**config.mk**
```make
export PLATFORM = sky130hd
export DESIGN_NAME = per_node_rate_limit_table_unit_flat
export DESIGN_NICKNAME = d
export VERILOG_FILES = /design/src/rtl/pnrl_pkg.sv /design/src/rtl/pnrl_intf.sv /design/src/rtl/per_node_rate_limit_table_unit.sv /design/src/rtl/pnrl_age_unit.sv /design/src/rtl/pnrl_table.sv /design/src/rtl/pnrl_ctrl.sv /design/src/flat_wrapper.sv
export SDC_FILE = /design/constraint.sdc
export NUM_CORES = 1
export LEC_CHECK = 0
export BUFFER_PORTS_ARGS = -buffer_cell sky130_fd_sc_hd__buf_2
export CAP_MARGIN = 5
export CELL_PAD_IN_SITES_DETAIL_PLACEMENT = 1
export CELL_PAD_IN_SITES_GLOBAL_PLACEMENT = 1
export CORE_MARGIN = 4
export CORE_UTILIZATION = 60
export DETAILED_ROUTE_END_ITERATION = 7
export PLACE_DENSITY_LB_ADDON = 0.1
export RECOVER_POWER = 100
export SYNTH_ARGS = -nofsm -noshare
export SYNTH_HDL_FRONTEND = slang
export SYNTH_SLANG_ARGS = --single-unit
```
**constraint.sdc**
```tcl
create_clock -name clock -period 16.45 [get_ports clock]
set_input_delay 0 -clock clock [delete_from_list [all_inputs] [get_ports clock]]
set_output_delay 0 -clock clock [all_outputs]
set_load 0.03 [all_outputs]
```
**src/rtl/pnrl_pkg.sv**
```systemverilog
package pnrl_pkg;

   localparam int unsigned WORD_W = 32;
   localparam int unsigned TABLE_DEPTH_DEFAULT = 16;
   localparam logic [WORD_W-1:0] RATE_LIMIT_RESET = 32'd60000;
   localparam logic [WORD_W-1:0] NODE_INVALID = 32'd0;

   typedef logic [WORD_W-1:0] word_type;

   // result of the age unit
   typedef struct packed {
      word_type age;
      logic     ge_limit;
      logic     gt_oldest;
   } age_res_type;

endpackage

```
**src/rtl/pnrl_intf.sv**
```systemverilog
interface pnrl_req_if;
   import pnrl_pkg::*;

   logic     valid;
   logic     ready;
   word_type node_id;
   word_type now_ms;

   modport source (output valid, output node_id, output now_ms, input ready);
   modport sink (input valid, input node_id, input now_ms, output ready);
endinterface

interface pnrl_rsp_if;
   logic valid;
   logic ready;
   logic send_ok;

   modport source (output valid, output send_ok, input ready);
   modport sink (input valid, input send_ok, output ready);
endinterface

```
**src/rtl/per_node_rate_limit_table_unit.sv**
```systemverilog
// per-node rate limiter with a table of TABLE_DEPTH nodes
// req channel: valid/ready with node_id and now_ms; a request is taken when
//   valid and ready are high at a rising clock edge
// rsp channel: valid/ready with send_ok, one response per request
// csr port: csr_wr_en/csr_wr_data write rate_limit_ms; users must write
//   only while idle, the block does not enforce it; a request for node zero
//   or against an empty table answers in the cycle after it is taken
// otherwise the table is scanned through its single read port, one entry per
//   cycle with a registered read, matching the node and tracking the oldest
//   entry at the same time
// ready stays low from the taking of a request until its response is taken,
//   so no new request is taken until the unit has returned to idle
// reset clears the fill count and sets rate_limit_ms to 60000; no clearing
//   pass is needed, entries are read only below the fill count
// a stalled response holds valid and send_ok until ready rises
module per_node_rate_limit_table_unit #(
   parameter int unsigned TABLE_DEPTH = pnrl_pkg::TABLE_DEPTH_DEFAULT
) (
   input  logic               clock,
   input  logic               reset,
   pnrl_req_if.sink           req_ch,
   pnrl_rsp_if.source         rsp_ch,
   input  logic               csr_wr_en,
   input  pnrl_pkg::word_type csr_wr_data
);
   import pnrl_pkg::*;

   localparam int unsigned IW = (TABLE_DEPTH > 1) ? $clog2(TABLE_DEPTH) : 1;
   localparam int unsigned CW = $clog2(TABLE_DEPTH + 1);

   word_type      rate_limit_ff;
   logic          rd_en;
   logic [IW-1:0] rd_addr;
   word_type      rd_node;
   word_type      rd_time;
   logic          wr_en;
   logic [IW-1:0] wr_addr;
   word_type      wr_node;
   word_type      wr_time;
   logic [CW-1:0] fill_count;

   always_ff @(posedge clock) begin
      if (reset) begin
         rate_limit_ff <= RATE_LIMIT_RESET;
      end else if (csr_wr_en) begin
         rate_limit_ff <= csr_wr_data;
      end
   end

   pnrl_ctrl #(
      .TABLE_DEPTH (TABLE_DEPTH)
   ) u_ctrl (
      .clock      (clock),
      .reset      (reset),
      .req_valid  (req_ch.valid),
      .req_ready  (req_ch.ready),
      .req_node   (req_ch.node_id),
      .req_now    (req_ch.now_ms),
      .rsp_valid  (rsp_ch.valid),
      .rsp_ready  (rsp_ch.ready),
      .send_ok    (rsp_ch.send_ok),
      .rate_limit (rate_limit_ff),
      .rd_en      (rd_en),
      .rd_addr    (rd_addr),
      .rd_node    (rd_node),
      .rd_time    (rd_time),
      .wr_en      (wr_en),
      .wr_addr    (wr_addr),
      .wr_node    (wr_node),
      .wr_time    (wr_time),
      .fill_count (fill_count)
   );

   pnrl_table #(
      .TABLE_DEPTH (TABLE_DEPTH)
   ) u_table (
      .clock   (clock),
      .rd_en   (rd_en),
      .rd_addr (rd_addr),
      .rd_node (rd_node),
      .rd_time (rd_time),
      .wr_en   (wr_en),
      .wr_addr (wr_addr),
      .wr_node (wr_node),
      .wr_time (wr_time)
   );

   // one request in flight at a time
   a_one_in_flight: assert property (@(posedge clock) disable iff (reset)
      !(rsp_ch.valid && req_ch.ready))
      else $error("request taken while a response is pending");

   a_busy_after_take: assert property (@(posedge clock) disable iff (reset)
      (req_ch.valid && req_ch.ready) |=> !req_ch.ready)
      else $error("ready stayed high after a request was taken");

   a_fill_bound: assert property (@(posedge clock) disable iff (reset)
      fill_count <= CW'(TABLE_DEPTH))
      else $error("fill count beyond table depth");

   // the table only grows, by at most one entry per request
   a_fill_step: assert property (@(posedge clock) disable iff (reset)
      (!$past(reset) && (fill_count != $past(fill_count)))
      |-> (fill_count == ($past(fill_count) + CW'(1))))
      else $error("fill count changed by other than one");

   a_table_write_busy: assert property (@(posedge clock) disable iff (reset)
      wr_en |=> rsp_ch.valid)
      else $error("table written without a response following");
endmodule

```
**src/rtl/pnrl_age_unit.sv**
```systemverilog
module pnrl_age_unit (
   input  pnrl_pkg::word_type    now_ms,
   input  pnrl_pkg::word_type    last_ms,
   input  pnrl_pkg::word_type    limit_ms,
   input  pnrl_pkg::word_type    oldest_age,
   output pnrl_pkg::age_res_type res
);
   import pnrl_pkg::*;

   word_type age;

   // wrapping age of one entry
   assign age           = now_ms - last_ms;
   assign res.age       = age;
   assign res.ge_limit  = (age >= limit_ms);
   assign res.gt_oldest = (age > oldest_age);
endmodule

```
**src/rtl/pnrl_table.sv**
```systemverilog
module pnrl_table #(
   parameter int unsigned TABLE_DEPTH = pnrl_pkg::TABLE_DEPTH_DEFAULT,
   localparam int unsigned IW = (TABLE_DEPTH > 1) ? $clog2(TABLE_DEPTH) : 1
) (
   input  logic               clock,
   input  logic               rd_en,
   input  logic [IW-1:0]      rd_addr,
   output pnrl_pkg::word_type rd_node,
   output pnrl_pkg::word_type rd_time,
   input  logic               wr_en,
   input  logic [IW-1:0]      wr_addr,
   input  pnrl_pkg::word_type wr_node,
   input  pnrl_pkg::word_type wr_time
);
   import pnrl_pkg::*;

   word_type mem_node_ff [TABLE_DEPTH];
   word_type mem_time_ff [TABLE_DEPTH];
   word_type rd_node_ff;
   word_type rd_time_ff;

   always_ff @(posedge clock) begin
      if (wr_en) begin
         mem_node_ff[wr_addr] <= wr_node;
         mem_time_ff[wr_addr] <= wr_time;
      end
   end

   always_ff @(posedge clock) begin
      if (rd_en) begin
         rd_node_ff <= mem_node_ff[rd_addr];
         rd_time_ff <= mem_time_ff[rd_addr];
      end
   end

   assign rd_node = rd_node_ff;
   assign rd_time = rd_time_ff;
endmodule

```
**src/rtl/pnrl_ctrl.sv**
```systemverilog
module pnrl_ctrl #(
   parameter int unsigned TABLE_DEPTH = pnrl_pkg::TABLE_DEPTH_DEFAULT,
   localparam int unsigned IW = (TABLE_DEPTH > 1) ? $clog2(TABLE_DEPTH) : 1,
   localparam int unsigned CW = $clog2(TABLE_DEPTH + 1)
) (
   input  logic               clock,
   input  logic               reset,
   input  logic               req_valid,
   output logic               req_ready,
   input  pnrl_pkg::word_type req_node,
   input  pnrl_pkg::word_type req_now,
   output logic               rsp_valid,
   input  logic               rsp_ready,
   output logic               send_ok,
   input  pnrl_pkg::word_type rate_limit,
   output logic               rd_en,
   output logic [IW-1:0]      rd_addr,
   input  pnrl_pkg::word_type rd_node,
   input  pnrl_pkg::word_type rd_time,
   output logic               wr_en,
   output logic [IW-1:0]      wr_addr,
   output pnrl_pkg::word_type wr_node,
   output pnrl_pkg::word_type wr_time,
   output logic [CW-1:0]      fill_count
);
   import pnrl_pkg::*;

   typedef enum logic [2:0] {
      ST_IDLE = 3'b001,
      ST_SCAN = 3'b010,
      ST_RESP = 3'b100
   } state_type;

   state_type   state_ff, state_in;
   logic [CW-1:0] fill_ff, fill_in;
   logic [CW-1:0] issue_ff, issue_in;
   logic        pend_ff, pend_in;
   logic [IW-1:0] pend_idx_ff, pend_idx_in;
   logic [IW-1:0] victim_ff, victim_in;
   word_type    oldest_ff, oldest_in;
   word_type    node_ff, node_in;
   word_type    now_ff, now_in;
   logic        ok_ff, ok_in;

   age_res_type age_res;
   logic        hit;
   logic        last;
   logic        take;
   logic        full;
   logic [IW-1:0] victim_sel;

   pnrl_age_unit u_age (
      .now_ms     (now_ff),
      .last_ms    (rd_time),
      .limit_ms   (rate_limit),
      .oldest_age (oldest_ff),
      .res        (age_res)
   );

   assign req_ready  = (state_ff == ST_IDLE);
   assign rsp_valid  = (state_ff == ST_RESP);
   assign send_ok    = ok_ff;
   assign fill_count = fill_ff;

   assign rd_en   = (state_ff == ST_SCAN) && (issue_ff < fill_ff);
   assign rd_addr = issue_ff[IW-1:0];

   assign hit        = pend_ff && (rd_node == node_ff);
   assign last       = (CW'(pend_idx_ff) == (fill_ff - CW'(1)));
   assign take       = (pend_idx_ff == '0) || age_res.gt_oldest;
   assign victim_sel = take ? pend_idx_ff : victim_ff;
   assign full       = (fill_ff == CW'(TABLE_DEPTH));

   always_comb begin
      state_in    = state_ff;
      fill_in     = fill_ff;
      issue_in    = issue_ff;
      pend_in     = 1'b0;
      pend_idx_in = pend_idx_ff;
      victim_in   = victim_ff;
      oldest_in   = oldest_ff;
      node_in     = node_ff;
      now_in      = now_ff;
      ok_in       = ok_ff;
      wr_en       = 1'b0;
      wr_addr     = pend_idx_ff;
      wr_node     = node_ff;
      wr_time     = now_ff;
      case (state_ff)
         ST_IDLE: begin
            if (req_valid) begin
               node_in  = req_node;
               now_in   = req_now;
               issue_in = '0;
               if (req_node == NODE_INVALID) begin
                  ok_in    = 1'b0;
                  state_in = ST_RESP;
               end else if (fill_ff == '0) begin
                  // empty table, append at the first entry
                  wr_en    = 1'b1;
                  wr_addr  = '0;
                  wr_node  = req_node;
                  wr_time  = req_now;
                  fill_in  = CW'(1);
                  ok_in    = 1'b1;
                  state_in = ST_RESP;
               end else begin
                  state_in = ST_SCAN;
               end
            end
         end
         ST_SCAN: begin
            if (rd_en) begin
               issue_in    = issue_ff + CW'(1);
               pend_in     = 1'b1;
               pend_idx_in = issue_ff[IW-1:0];
            end
            if (hit) begin
               ok_in    = age_res.ge_limit;
               wr_en    = age_res.ge_limit;
               wr_addr  = pend_idx_ff;
               pend_in  = 1'b0;
               state_in = ST_RESP;
            end else if (pend_ff) begin
               if (take) begin
                  oldest_in = age_res.age;
                  victim_in = pend_idx_ff;
               end
               if (last) begin
                  wr_en    = 1'b1;
                  ok_in    = 1'b1;
                  pend_in  = 1'b0;
                  state_in = ST_RESP;
                  if (!full) begin
                     wr_addr = fill_ff[IW-1:0];
                     fill_in = fill_ff + CW'(1);
                  end else begin
                     wr_addr = victim_sel;
                  end
               end
            end
         end
         ST_RESP: begin
            if (rsp_ready) begin
               state_in = ST_IDLE;
            end
         end
         default: begin
            state_in = ST_IDLE;
         end
      endcase
   end

   always_ff @(posedge clock) begin
      if (reset) begin
         state_ff <= ST_IDLE;
         fill_ff  <= '0;
         pend_ff  <= 1'b0;
      end else begin
         state_ff <= state_in;
         fill_ff  <= fill_in;
         pend_ff  <= pend_in;
      end
   end

   always_ff @(posedge clock) begin
      issue_ff    <= issue_in;
      pend_idx_ff <= pend_idx_in;
      victim_ff   <= victim_in;
      oldest_ff   <= oldest_in;
      node_ff     <= node_in;
      now_ff      <= now_in;
      ok_ff       <= ok_in;
   end
endmodule
```
**src/flat_wrapper.sv**
```systemverilog
// flat-port wrapper written by rule: the top's interface ports become plain ports
module per_node_rate_limit_table_unit_flat import pnrl_pkg::*;
#(
   parameter int unsigned TABLE_DEPTH = pnrl_pkg::TABLE_DEPTH_DEFAULT
)
  (clock, reset, csr_wr_en, csr_wr_data, req_ch_valid, req_ch_node_id, req_ch_now_ms, req_ch_ready, rsp_ch_valid, rsp_ch_send_ok, rsp_ch_ready);
  pnrl_req_if req_ch_i ();
  pnrl_rsp_if rsp_ch_i ();
  input  logic clock;
  input  logic reset;
  input  logic csr_wr_en;
  input  pnrl_pkg::word_type csr_wr_data;
  input wire logic [$bits(req_ch_i.valid)-1:0] req_ch_valid;
  input wire logic [$bits(req_ch_i.node_id)-1:0] req_ch_node_id;
  input wire logic [$bits(req_ch_i.now_ms)-1:0] req_ch_now_ms;
  output wire logic [$bits(req_ch_i.ready)-1:0] req_ch_ready;
  output wire logic [$bits(rsp_ch_i.valid)-1:0] rsp_ch_valid;
  output wire logic [$bits(rsp_ch_i.send_ok)-1:0] rsp_ch_send_ok;
  input wire logic [$bits(rsp_ch_i.ready)-1:0] rsp_ch_ready;
  assign req_ch_i.valid = req_ch_valid;
  assign req_ch_i.node_id = req_ch_node_id;
  assign req_ch_i.now_ms = req_ch_now_ms;
  assign req_ch_ready = req_ch_i.ready;
  assign rsp_ch_valid = rsp_ch_i.valid;
  assign rsp_ch_send_ok = rsp_ch_i.send_ok;
  assign rsp_ch_i.ready = rsp_ch_ready;
  per_node_rate_limit_table_unit #(.TABLE_DEPTH(TABLE_DEPTH)) u_core (.clock(clock), .reset(reset), .req_ch(req_ch_i), .rsp_ch(rsp_ch_i), .csr_wr_en(csr_wr_en), .csr_wr_data(csr_wr_data));
endmodule
```
# Word level (Yosys, flattened, before mapping)
# Memory sizes are Yosys's and may differ from the RTL's. A register that Yosys moved wholly into a read port is not among the register bits.
# Cells that the tools add are included.
# totals
elab_cells,111
n_memories,2
register_bits,151
mem_bits_rw,1024
inputBits,101
out_inout_bits,3
# classes
bitwise,2
reduce_logical,16
order_cmp,3
eq_ne,18
muxes,55
add_sub_neg,4
# mem_list
memory,depth,width,read_ports,rd_ports_with_merged_regs,write_ports,line_no,rtl
u_core.u_table.mem_node_ff,16,32,1,1,1,pnrl_table.sv:17,word_type mem_node_ff [TABLE_DEPTH];
u_core.u_table.mem_time_ff,16,32,1,1,1,pnrl_table.sv:18,word_type mem_time_ff [TABLE_DEPTH];
# op_table
op,n
$mux W32,8
$mux W5,9
$eq A32 B32 Y1,1
$ge A32 B32 Y1,1
$gt A32 B32 Y1,1
$logic_not A32 Y1,1
$mux W4,8
$sub A32 B32 Y32,1
$mux W3,7
$pmux W5 S2,2
$mux W1,17
$ne A2 B2 Y1 const B,6
$add A5 B1 Y5 const B,2
$pmux W3 S3,1
$pmux W4 S2,1
$reduce_and A4 Y1,2
$reduce_and A8 Y1,1
$ne A2 B1 Y1 const B,3
$ne A3 B3 Y1 const B,2
$reduce_and A3 Y1,2
$eq A4 B5 Y1,1
$eq A5 B5 Y1 const B,1
$logic_not A5 Y1,1
$lt A5 B5 Y1,1
other kinds (14),18

# Logic depth before layout (Yosys ltp)
# logic_depth
depth_word,9
ltp_mapped,23
depth_no_buf,22

# Hierarchy
# Synthesis repeated with hierarchy kept, for this count alone.
# hier_totals
hier_cells,2603
area_unflattened_um2,50328.3
# by_module_without_submodules
module,cells_each,n_inst,seq_area_each_um2,area_per_inst_um2
pnrl_table,1647,1,32671.3,40196.1
pnrl_ctrl,381,1,3483.3,5562.8
pnrl_age_unit,472,1,0.0,3399.5
per_node_rate_limit_table_unit,103,1,640.6,1169.9

# Worst setup path before layout
# OpenSTA, ideal clock, no wires.
# synth_path
path_type,reg2reg
startpoint,register u_core.u_ctrl.now_ff[14]
endpoint,memory u_core.u_table.mem_node_ff[2][0] (netlist bit) (enable)
period_less_slack_ns,9.829
path_slack_ns,6.621
setup_ns,0.565
t_required_ns,15.885
arrival_ns,9.264
stages_incl_launch_ff,20
path_buffers,1
path_cell_list,edfxtp_1 ha_1 clkbuf_1 nand4_1 or3_1 a211oi_1 nor4_1 a2111oi_0 o31ai_1 xnor2_1 ha_1 nand4_2 nor4_2 nand3_1 o311a_4 a211oi_4 mux2_2 o31ai_1 nand2_1 nor3_1
# synth_rtl
item,line_no,rtl
start: declaration,pnrl_ctrl.sv:42,"word_type now_ff, now_in;"
start signal: assignment,pnrl_ctrl.sv:172,now_ff <= now_in;
end: declaration,pnrl_table.sv:17,

==> results.py <==
metrics = {
    "global_route": {
        "grt_overflow": 0,
        "grt_max_degree": 152,
        "grt_pass1_wl_um": 188000,
        "grt_pass1_vias": 27900,
        "grt_usage_pct": 28.9,
        "antenna_found_initial": 1,
    },
    "layout": {
        "post-route-util_pct": 69.0,
        "regArea_um2": 36800,
        "fill_cells": 6581,
        "drive_gt1_share_pct": 19.5,
        "areaGrowthSynthToFinish_pct": 13.6,
        "multi_input_area_um2": 12500,
        "layout.nets": 2960,
    },
    "worst_setup_path": {
        "worst-path-buf-inv": 2,
        "endpoint_kind": "flip-flop",
        "rrSetupSlack_ns": 4.70,
        "crit_required_ns": 16.64,
        "path_cells": "ha_1, and3_1, nand2_1, or3_1, a211oi_1, nor4_1, a2111oi_0, o31ai_1, xnor2_1, ha_1, nand4_2, nor4_1, nand3_1, o311a_2, a211oi_1, mux2_1, o31ai_1, nand2_1, nor3_1, clkbuf_1, clkbuf_1",
        "cp_slowest_cell": "clkbuf_1",
        "critical_path_arrival_ns": 11.94,
        "path_class": "flip-flop to flip-flop",
        "cp-start-kind": "flip-flop",
        "max_stage_delay_ns": 3.09,
        "crit_fanout": 50,
        "path_delay_family": "buffers and inverters",
    },
    "job": {
        "drv_cap": 37,
    },
    "clocking": {
        "cts_tree": "done",
        "ctsRootBufferMaster": "clkbuf_16",
        "clk_pin_slew_ns": 0.06,
        "post-cts-setup-buffer-count": 0,
        "clk_latency_ns": 0.71,
        "cts_buffers": 121,
        "cts.sinks": 1239,
        "cts_buffer_depth": 3,
        "h-tree-depth": 3,
    },
    "placement": {
        "hpwl_um": 70000,
        "pre_cts_ws_ns": 7.93,
        "numPortBuffers": 103,
        "routabilityCongestion": 0.875,
    },
    "timing": {
        "setup_tns_ns": 0,
        "rsz0062_at_grt": "no",
        "setup_ws_ns": 4.70,
        "slew_headroom_pct": -530,
        "slew_viol_final": 1501,
        "clock_skew_ns": 0.0487,
        "setup_violations": 0,
        "period_minus_slack_ns": 11.75,
        "finalCritPeriodShare_pct": 71.4,
        "max_freq_ghz": 0.0851,
        "worst_slew_pin_slew_ns": 9.45,
        "hold_viol_final": 0,
    },
    "drt": {
        "postRouteAntennaNets": 0,
        "wire_per_inst_um": 31.9,
        "drtIter0Drc": 2473,
        "via_count": 25800,
        "routed_wirelength_um": 125000,
        "drc": 0,
        "vias_per_cell": 6.56,
        "firstDrtPassIters": 6,
    },
    "yosys": {
        "synthTopCellsByArea": "edfxtp_1, mux4_2, ha_1",
        "synth_edf_count": 1198,
        "syn_inst": 2451,
        "ys_types": 74,
        "ys_seq_area_share_pct": 73.4,
        "synth.cell_area_um2": 50100,
        "avgSynthCellArea_um2": 20.5,
        "yosysTopAreaCell": "edfxtp_1",
        "synth_mux_area_share_pct": 16.4,
        "synth_seq_cells": 1239,
        "synth_compound_area_share_pct": 2.27,
        "synth_top_cell_area_share_pct": 71.8,
        "synthArstFlopShare_pct": 0,
        "yosys_warnings": 0,
        "synth-simple-area-share_pct": 2.56,
        "ys.flop_type": "edfxtp_1",
        "synth_top_family_by_area": "multiplexers",
        "syn_nets": 2655,
        "synth_xor_area_share_pct": 1.20,
        "synthAdderAreaFrac_pct": 2.59,
    },
    "power": {
        "power.density_nw_per_um2": 127,
        "p_leak_nw": 18.7,
        "combPwrFrac_pct": 10.7,
        "vdd_ir_drop_max_mv": 0.106,
        "pwr-share-seq_pct": 50.8,
        "switching_share_pct": 23.0,
        "clkPwrFrac_pct": 38.4,
        "internal_power_mw": 5.57,
        "switching_power_mw": 1.67,
    },
    "floorplanning": {
        "die_w_um": 297,
        "die_y_um": 297,
        "start_util_pct": 60.8,
        "coreArea_um2": 82500,
        "dieArea_um2": 88200,
        "std_cell_rows": 105,
        "ios": 104,
    },
    "run_status": {
        "status": "complete, but fails checks",
        "violations": "max-capacitance violations, max-slew violations",
    },
    "min_path": {
        "hold_class": "primary input to flip-flop",
    },
}
==> metrics by stage <==
stage | power [mW] | instance area (um2) | hold slack [ns] | std cells
final | 7.24 | 57000 | 0.0486 | 3925
after global routing | 7.51 | 57000 | 0.0525 | 3924
after CTS | 7.27 | 57300 | 0.00508 | 3924
after detailed placement | 4.48 | 52100 | 0.192 | 3577
after global placement | 4.43 | 52100 | 0.190 | 3577
after floorplan | 4.23 | 50100 | 0.0989 | 2451
==> tightest hold or removal path: cells and delay by family <==
kind                   cells  cell delay [ns]
buffers and inverters      1             0.43
and+or+nand+nor            1             0.17
AOI/OAI and AO/OA          1             0.07
==> power groups by stage <==
stage          Sequential (mW)  Combinational [mW]  Clock, mW
4_1_cts                   3.67               0.772       2.82
5_1_grt                   3.68               0.841       2.98
3_5_place_dp              3.74               0.742          0
2_1_floorplan             3.73               0.498          0
6_report                  3.68               0.777       2.78
3_3_place_gp              3.73               0.703          0
==> Yosys cell counts, types with 26 or more instances <==
library cell	count
edfxtp_1	1198
mux4_2	320
inv_1	115
ha_1	102
mux2_2	65
nor2_1	61
clkbuf_1	59
nand2_1	54
xnor2_1	53
a21oi_1	50
dfxtp_1	41
nor3_1	34
buf_1	29
mux2i_1	26
==> state kept, by name (all words and copies together) (netlist names) <==
register / cells
u_core.u_ctrl.pend_ff: 1
u_core.u_ctrl.state_ff: 3
u_core.u_ctrl.oldest_ff: 32
u_core.u_table.mem_node_ff: 512
u_core.u_ctrl.node_ff: 32
u_core.u_table.rd_time: 32
u_core.u_table.mem_time_ff: 512
u_core.u_ctrl.pend_idx_ff: 4
u_core.u_ctrl.now_ff: 32
u_core.rate_limit_ff: 32
u_core.u_ctrl.fill_count: 5
u_core.u_ctrl.victim_ff: 4
u_core.u_table.rd_node: 32
u_core.u_ctrl.send_ok: 1
u_core.u_ctrl.issue_ff: 5
==> per-layer routing <==
metal	GRT usage, %	part of all wire [%]
met5	0	0
met1	39.5	38
met4	7.58	2.4
met2	49.6	52
met3	4.42	7.1
==> logic make-up after synthesis <==
| family | Yosys count |
|---|---|
| DFF | 1239 |
| muxes | 412 |
| and+or+nand+nor | 254 |
| buffers and inverters | 212 |
| AOI/OAI and AO/OA | 164 |
| adders and majority gates | 103 |
| xor gates and xnor gates | 67 |
==> what timing repair did <==
item | in CTS | in global routing
hold buffers | 126 | 0
endpoints found under the hold margin | 1026 | 0
resized for setup | 0 | 0
==> path summary, 6_finish.rpt <==
path                            cells past startpoint                                  from                                           end
worst max register to register                     21    u_core.u_ctrl.now_ff[17]$_DFFE_PP_  u_core.u_table.mem_node_ff[10][11]$_DFFE_PP_
worst min-delay path                                3                             csr_wr_en         u_core.rate_limit_ff[11]$_SDFFE_PP1P_
worst max-delay path                               21    u_core.u_ctrl.now_ff[17]$_DFFE_PP_  u_core.u_table.mem_node_ff[10][11]$_DFFE_PP_
worst min register to register                      2  u_core.rate_limit_ff[5]$_SDFFE_PP1P_          u_core.rate_limit_ff[5]$_SDFFE_PP1P_
==> placed cells by master (no fill, tap or decap), types with 5 or more instances in the layout <==
cell type	n
edfxtp_1	1198
mux4_2	320
clkbuf_1	130
dlygate4sd3_1	126
clkbuf_16	122
inv_1	114
ha_1	102
mux2_1	65
nor2_1	61
nand2_1	54
xnor2_1	53
a21oi_1	51
dfxtp_1	41
nor3_1	37
buf_2	36
mux2i_1	26
clkinv_1	26
clkinv_2	25
a21o_1	21
nand3_1	21
nand4_1	20
o21ai_0	18
bufinv_16	16
nor4_1	14
xor2_1	13
o211ai_1	12
a211oi_1	10
o21a_1	8
nor2b_1	7
nand2b_1	7
buf_4	7
and3_1	6
a31oi_1	6
or3_1	5
==> cell type report <==
type	instances	share of cell area (%)
Sequential cell	1239	64.6
Multi-Input combinational cell	1000	21.9
Clock buffer	145	5.51
Timing Repair Buffer	277	3.36
Tap cell	1070	2.35
Clock inverter	76	1.49
Inverter	117	0.775
Antenna cell	1	0.00439
Power figures use the tool's default switching activity.
